`config.mk`:
```
export PLATFORM = sky130hd
export DESIGN_NAME = kfi_cell
export DESIGN_NICKNAME = d
export VERILOG_FILES = /design/src/hw/rtl/kfi_pkg.sv /design/src/hw/rtl/kfi_cell.sv
export SDC_FILE = /design/constraint.sdc
export NUM_CORES = 1
export LEC_CHECK = 0
export BUFFER_PORTS_ARGS = -buffer_cell sky130_fd_sc_hd__buf_2
export CAP_MARGIN = 20
export CORE_AREA = 2 2 131 133
export CTS_BUF_LIST = sky130_fd_sc_hd__clkbuf_16
export CTS_CLUSTER_SIZE = 40
export DETAILED_ROUTE_END_ITERATION = 7
export DIE_AREA = 0 0 133 135
export SLEW_MARGIN = 20
export SYNTH_ARGS = -nofsm -noshare
export SYNTH_HDL_FRONTEND = slang
export SYNTH_SLANG_ARGS = --single-unit
export TNS_END_PERCENT = 30
```
`constraint.sdc`:
```
create_clock -name clk -period 8.65 [get_ports clk]
set_clock_uncertainty 0.05 [all_clocks]
set_input_delay 1.73 -clock clk [delete_from_list [all_inputs] [get_ports clk]]
set_output_delay 1.73 -clock clk [all_outputs]
set_load 0.1 [all_outputs]
```
`src/hw/rtl/kfi_pkg.sv`:
```
`timescale 1ns / 1ps

package kfi_pkg;

    localparam logic [1:0] KIND_CLEAR  = 2'd0;
    localparam logic [1:0] KIND_APPEND = 2'd1;
    localparam logic [1:0] KIND_EVAL   = 2'd2;

    localparam logic [1:0] STATUS_OK    = 2'd0;
    localparam logic [1:0] STATUS_FULL  = 2'd1;
    localparam logic [1:0] STATUS_EMPTY = 2'd2;

    typedef struct packed {
        logic [1:0]  kind;
        logic [31:0] time_req;
        logic [7:0]  shape;
    } kfi_req_t;

    typedef struct packed {
        logic [14:0]        mouth_open;
        logic signed [15:0] mouth_form;
        logic [1:0]         status;
    } kfi_res_t;

    // broadcast from control to every cell
    typedef struct packed {
        logic        ins;
        logic [31:0] t;
        logic [3:0]  code;
    } kfi_op_t;

    // search token handed from cell to cell
    typedef struct packed {
        logic        hit;
        logic [31:0] lo_t;
        logic [3:0]  lo_s;
        logic [31:0] hi_t;
        logic [3:0]  hi_s;
        logic [31:0] last_t;
        logic [3:0]  last_s;
    } kfi_bus_t;

    function automatic logic [3:0] shape_code(input logic [7:0] letter);
        logic [7:0] d;
        begin
            d = letter - 8'h40;
            if (letter >= 8'h41 && letter <= 8'h48)
                shape_code = d[3:0];
            else
                shape_code = 4'd0;
        end
    endfunction

    function automatic logic [14:0] open_of(input logic [3:0] c);
        case (c)
            4'd1:    open_of = 15'd1638;
            4'd2:    open_of = 15'd16384;
            4'd3:    open_of = 15'd13107;
            4'd4:    open_of = 15'd4915;
            4'd5:    open_of = 15'd9830;
            4'd6:    open_of = 15'd3277;
            4'd7:    open_of = 15'd6554;
            4'd8:    open_of = 15'd4915;
            default: open_of = 15'd0;
        endcase
    endfunction

    function automatic logic signed [15:0] form_of(input logic [3:0] c);
        case (c)
            4'd1:    form_of = -16'sd16384;
            4'd3:    form_of = 16'sd8192;
            4'd5:    form_of = 16'sd8192;
            4'd6:    form_of = -16'sd8192;
            4'd8:    form_of = 16'sd4915;
            default: form_of = 16'sd0;
        endcase
    endfunction

endpackage

```
`src/hw/rtl/kfi_cell.sv`:
```
`timescale 1ns / 1ps

module kfi_cell #(
    parameter int IDX = 0,
    parameter int CW  = 7
) (
    input  logic             clk,
    input  logic [CW-1:0]    count,
    input  kfi_pkg::kfi_op_t op,
    input  logic [31:0]      left_time,
    input  logic [3:0]       left_code,
    output logic [31:0]      time_q,
    output logic [3:0]       code_q,
    input  kfi_pkg::kfi_bus_t bus_in,
    output kfi_pkg::kfi_bus_t bus_out
);
    import kfi_pkg::*;

    localparam bit FIRST = (IDX == 0);

    logic [31:0] time_reg;
    logic [3:0]  code_reg;
    logic        occupied;
    logic        at_end;
    logic        left_le;
    logic        flag;
    kfi_bus_t    bus_reg;
    kfi_bus_t    bus_next;

    assign occupied = count > CW'(IDX);
    assign at_end   = count == CW'(IDX);
    assign left_le  = FIRST || (left_time <= op.t);

    // stable insert: larger times move up one cell
    always_ff @(posedge clk)
    begin
        if (op.ins && ((occupied && time_reg > op.t) || at_end))
        begin
            if (left_le)
            begin
                time_reg <= op.t;
                code_reg <= op.code;
            end
            else
            begin
                time_reg <= left_time;
                code_reg <= left_code;
            end
        end
    end

    // first cell whose time reaches the query
    assign flag = occupied && (time_reg >= op.t) && (FIRST || left_time < op.t);

    always_comb
    begin
        bus_next = bus_in;
        if (occupied)
        begin
            bus_next.last_t = time_reg;
            bus_next.last_s = code_reg;
        end
        if (flag && !bus_in.hit)
        begin
            bus_next.hit  = 1'b1;
            bus_next.lo_t = left_time;
            bus_next.lo_s = left_code;
            bus_next.hi_t = time_reg;
            bus_next.hi_s = code_reg;
        end
    end

    always_ff @(posedge clk)
    begin
        bus_reg <= bus_next;
    end

    assign time_q  = time_reg;
    assign code_q  = code_reg;
    assign bus_out = bus_reg;

endmodule

```
==> results.py <==
metrics = {
    "outcome": {
        "outcome": "completed",
    },
    "global_route": {
        "grt_pass1_vias": 4584,
        "grt_max_degree": 38,
        "grt.overflow.total": 0,
        "track_usage": 0.1771,
        "use_met1": 0.1796,
        "top_usage_layer": "met2",
        "met2_usage": 0.3336,
        "antenna_found_initial": 1,
        "grt_pass1_wl_um": 23960,
        "gr-usage-met3": 0.05893,
    },
    "critical_path": {
        "critical_path_required_ns": 8.69,
        "regToRegStartpoint": "time_q[30]$_DFFE_PP_",
        "end_kind": "register",
        "r2r_end": "code_q[2]$_DFFE_PP_",
        "r2r_slack_ns": 5.18,
        "worst-path-max-fanout": 20,
        "critical_path_arrival_ns": 4.44,
        "cp-start-kind": "input port",
        "path_class": "in -> reg",
        "reg2regPathDepth": 7,
    },
    "clocking": {
        "ctsLongestPathBuffers": 2,
        "cts_hold_buf": 0,
        "clock_latency_ns": 0.42,
        "cts-buffers-inserted": 17,
        "clk_pin_slew_ns": 0.05,
        "cts_root_buffer": "clkbuf_16",
        "post-cts-setup-buffers": 0,
        "htreeDepth": 4,
        "cts_tree": "done",
        "cts_sinks": 145,
        "cts_resized": 0,
    },
    "synthesis": {
        "synthArstFlopShare": 0,
        "synth_nets": 608,
        "synthTopCellsByCount": "dfxtp_1 (109), mux2_2 (102), edfxtp_1 (36)",
        "yosysMostFrequentCell": "dfxtp_1",
        "synthTopCellsByArea": "dfxtp_1 (40%), mux2_2 (21%), edfxtp_1 (20%)",
        "ys_warn_count": 0,
        "synth_area_um2": 5398,
        "seq_area_frac_synth": 0.6045,
        "yosys.area.top_type_share": 0.4043,
        "ys_ff_latch": 145,
        "synth_edf_count": 36,
        "synth_cell_types": 27,
        "synthFlopType": "dfxtp_1",
        "avgSynthCellArea_um2": 13.98,
        "synth_top_cell_by_area": "dfxtp_1",
        "syn_inst": 386,
    },
    "power_and_ir_drop": {
        "leakagePower_nw": 3.877,
        "powerDensity_nw_per_um2": 259.1,
        "peakVddDrop_uv": 127.5,
    },
    "hold_path": {
        "hold_path.class": "reg -> reg",
        "whs_endpoint": "bus_out[39]$_DFF_P_",
        "whs_path_depth": 1,
        "hold_start": "code_q[3]$_DFFE_PP_",
    },
    "floorplan": {
        "dieArea_um2": 17960,
        "fp.dieW_um": 133,
        "start_util": 0.3290,
        "rows": 47,
        "core_um2": 16410,
        "ios": 335,
        "die_height_um": 135,
    },
    "place": {
        "hpwl_um": 12570,
        "gp_congestion": 0.7837,
        "dp.cells": 934,
        "dpl_cell_area_um2": 7345,
        "numPortBuffers": 334,
    },
    "sta": {
        "finalHoldViolCount": 0,
        "fmax_ghz": 0.2273,
        "min_period_over_period": 0.5086,
        "worst_pin_slew_ns": 0.6036,
        "setup-tns-final_ns": 0,
        "fin_crit_ns": 4.399,
        "setup_violations": 0,
        "slew-limit-headroom": 0.5939,
        "rsz0062_at_grt": "false",
        "drv_slew": 0,
    },
    "finish": {
        "areaGrowthSynthToFinish_pct": 46.29,
        "final_layout_size_suffix_gt1_frac": 0.6242,
        "final_nets": 955,
        "fin_area_um2": 7896,
        "n_antenna_cell": 0,
        "fin_cells": 965,
    },
    "drt": {
        "drc": 0,
        "avgViaCountPerCell": 4.448,
        "routed_wl_um": 15980,
        "wl_per_cell_um": 16.56,
        "postRouteAntennaNets": 0,
        "drt_iter0_drc": 74,
        "vias": 4292,
        "drt_first_pass_iters": 4,
    },
    "job": {
        "drv_cap": 0,
    },
}
[state kept, by name, summed over array words and instances (netlist names)]
| name | cells |
|---|---|
| bus_out | 109 |
| time_q | 32 |
| code_q | 4 |
[how the worst max path moves through the flow]
| stage | startpoint | end | slack, ns |
|---|---|---|---|
| final | op[34] | code_q[2]$_DFFE_PP_ | 4.25 |
| after global routing | op[34] | time_q[3]$_DFFE_PP_ | 4.00 |
| after CTS | op[34] | time_q[11]$_DFFE_PP_ | 4.12 |
| after detailed placement | op[34] | code_q[2]$_DFFE_PP_ | 3.69 |
| after global placement | op[23] | bus_out[87]$_DFF_P_ | 3.35 |
| after floorplan | op[17] | code_q[0]$_DFFE_PP_ | 2.46 |
[report_power, final]
group	internal (W)	total, W	switching (W)	leakage (nW)
clock	0.000419	0.000691	0.000273	0.298
combinational	0.000119	0.000582	0.000463	2.32
sequential	0.000751	0.000773	0.0000215	1.26
[cells in the final DEF, fill, tap and decap left out]
cell	instances
inv_4	2
a21boi_0	1
o31a_1	1
inv_1	40
nand2_1	8
nand4_1	6
dfxtp_1	109
nand2_2	1
clkbuf_16	19
a221o_1	1
a21o_1	1
nand2b_1	1
edfxtp_1	36
o211ai_1	1
a221oi_1	1
ha_1	32
buf_16	1
o21ai_0	5
mux2_1	6
and4_1	1
nand3_1	5
o21ai_4	1
nor4_1	3
buf_4	3
clkinv_1	2
nor2b_1	1
a22oi_1	1
buf_2	334
mux2_2	102
nor2_1	2
nor3_1	2
a21oi_1	14
bufinv_16	1
a21boi_4	1
[logic make-up (layout without fill, tap and decap cells)]
family	count (synthesis)	count (layout)	share of synthesized area
flip-flops	145	145	0.6045
adder cells (fa/ha/maj)	32	32	0.07418
AND/OR/NAND/NOR	30	30	0.02851
AO/OA/AOI/OAI	28	28	0.03269
multiplexers	108	108	0.2253
buffers and inverters	43	402	0.03477
[final cells by class]
type                            count  area (um2)
Multi-Input combinational cell    198        1961
Clock buffer                       19       475.5
Fill cell                        1518        8511
Inverter                           33       123.9
Timing Repair Buffer              338        1722
Sequential cell                   145        3263
Tap cell                          220       275.3
Clock inverter                     12       76.32
[worst max-delay path: stages]
cell,delay [ns]
buf_2,0.09
inv_1,0.04
ha_1,0.30
nand4_1,0.18
nor4_1,0.60
o31a_1,0.30
o21ai_0,0.20
a21boi_4,0.55
buf_4,0.42
[routing by layer]
| layer | wire (um) | vias to the layer above |
|---|---|---|
| met5 | 14 | - |
| met4 | 287 | 2 |
| met3 | 1185 | 22 |
| met2 | 8459 | 196 |
| met1 | 6031 | 1998 |
| li1 | - | 2074 |
[per-stage QoR]
| step | total power [W] | utilization | hold WS [ns] | setup slack, ns |
|---|---|---|---|---|
| finish | 0.002046 | 0.4813 | 0.4884 | 4.251 |
| global placement | 0.001364 | 0.4460 | 0.4704 | 3.352 |
| detailed placement | 0.001372 | 0.4476 | 0.4740 | 3.691 |
| global route | 0.002120 | 0.4813 | 0.5233 | 3.996 |
| CTS | 0.002073 | 0.4813 | 0.4884 | 4.125 |
| floorplan | 0.001252 | - | 1.132 | 2.456 |
No activity file was read; power rests on OpenSTA's default activity.
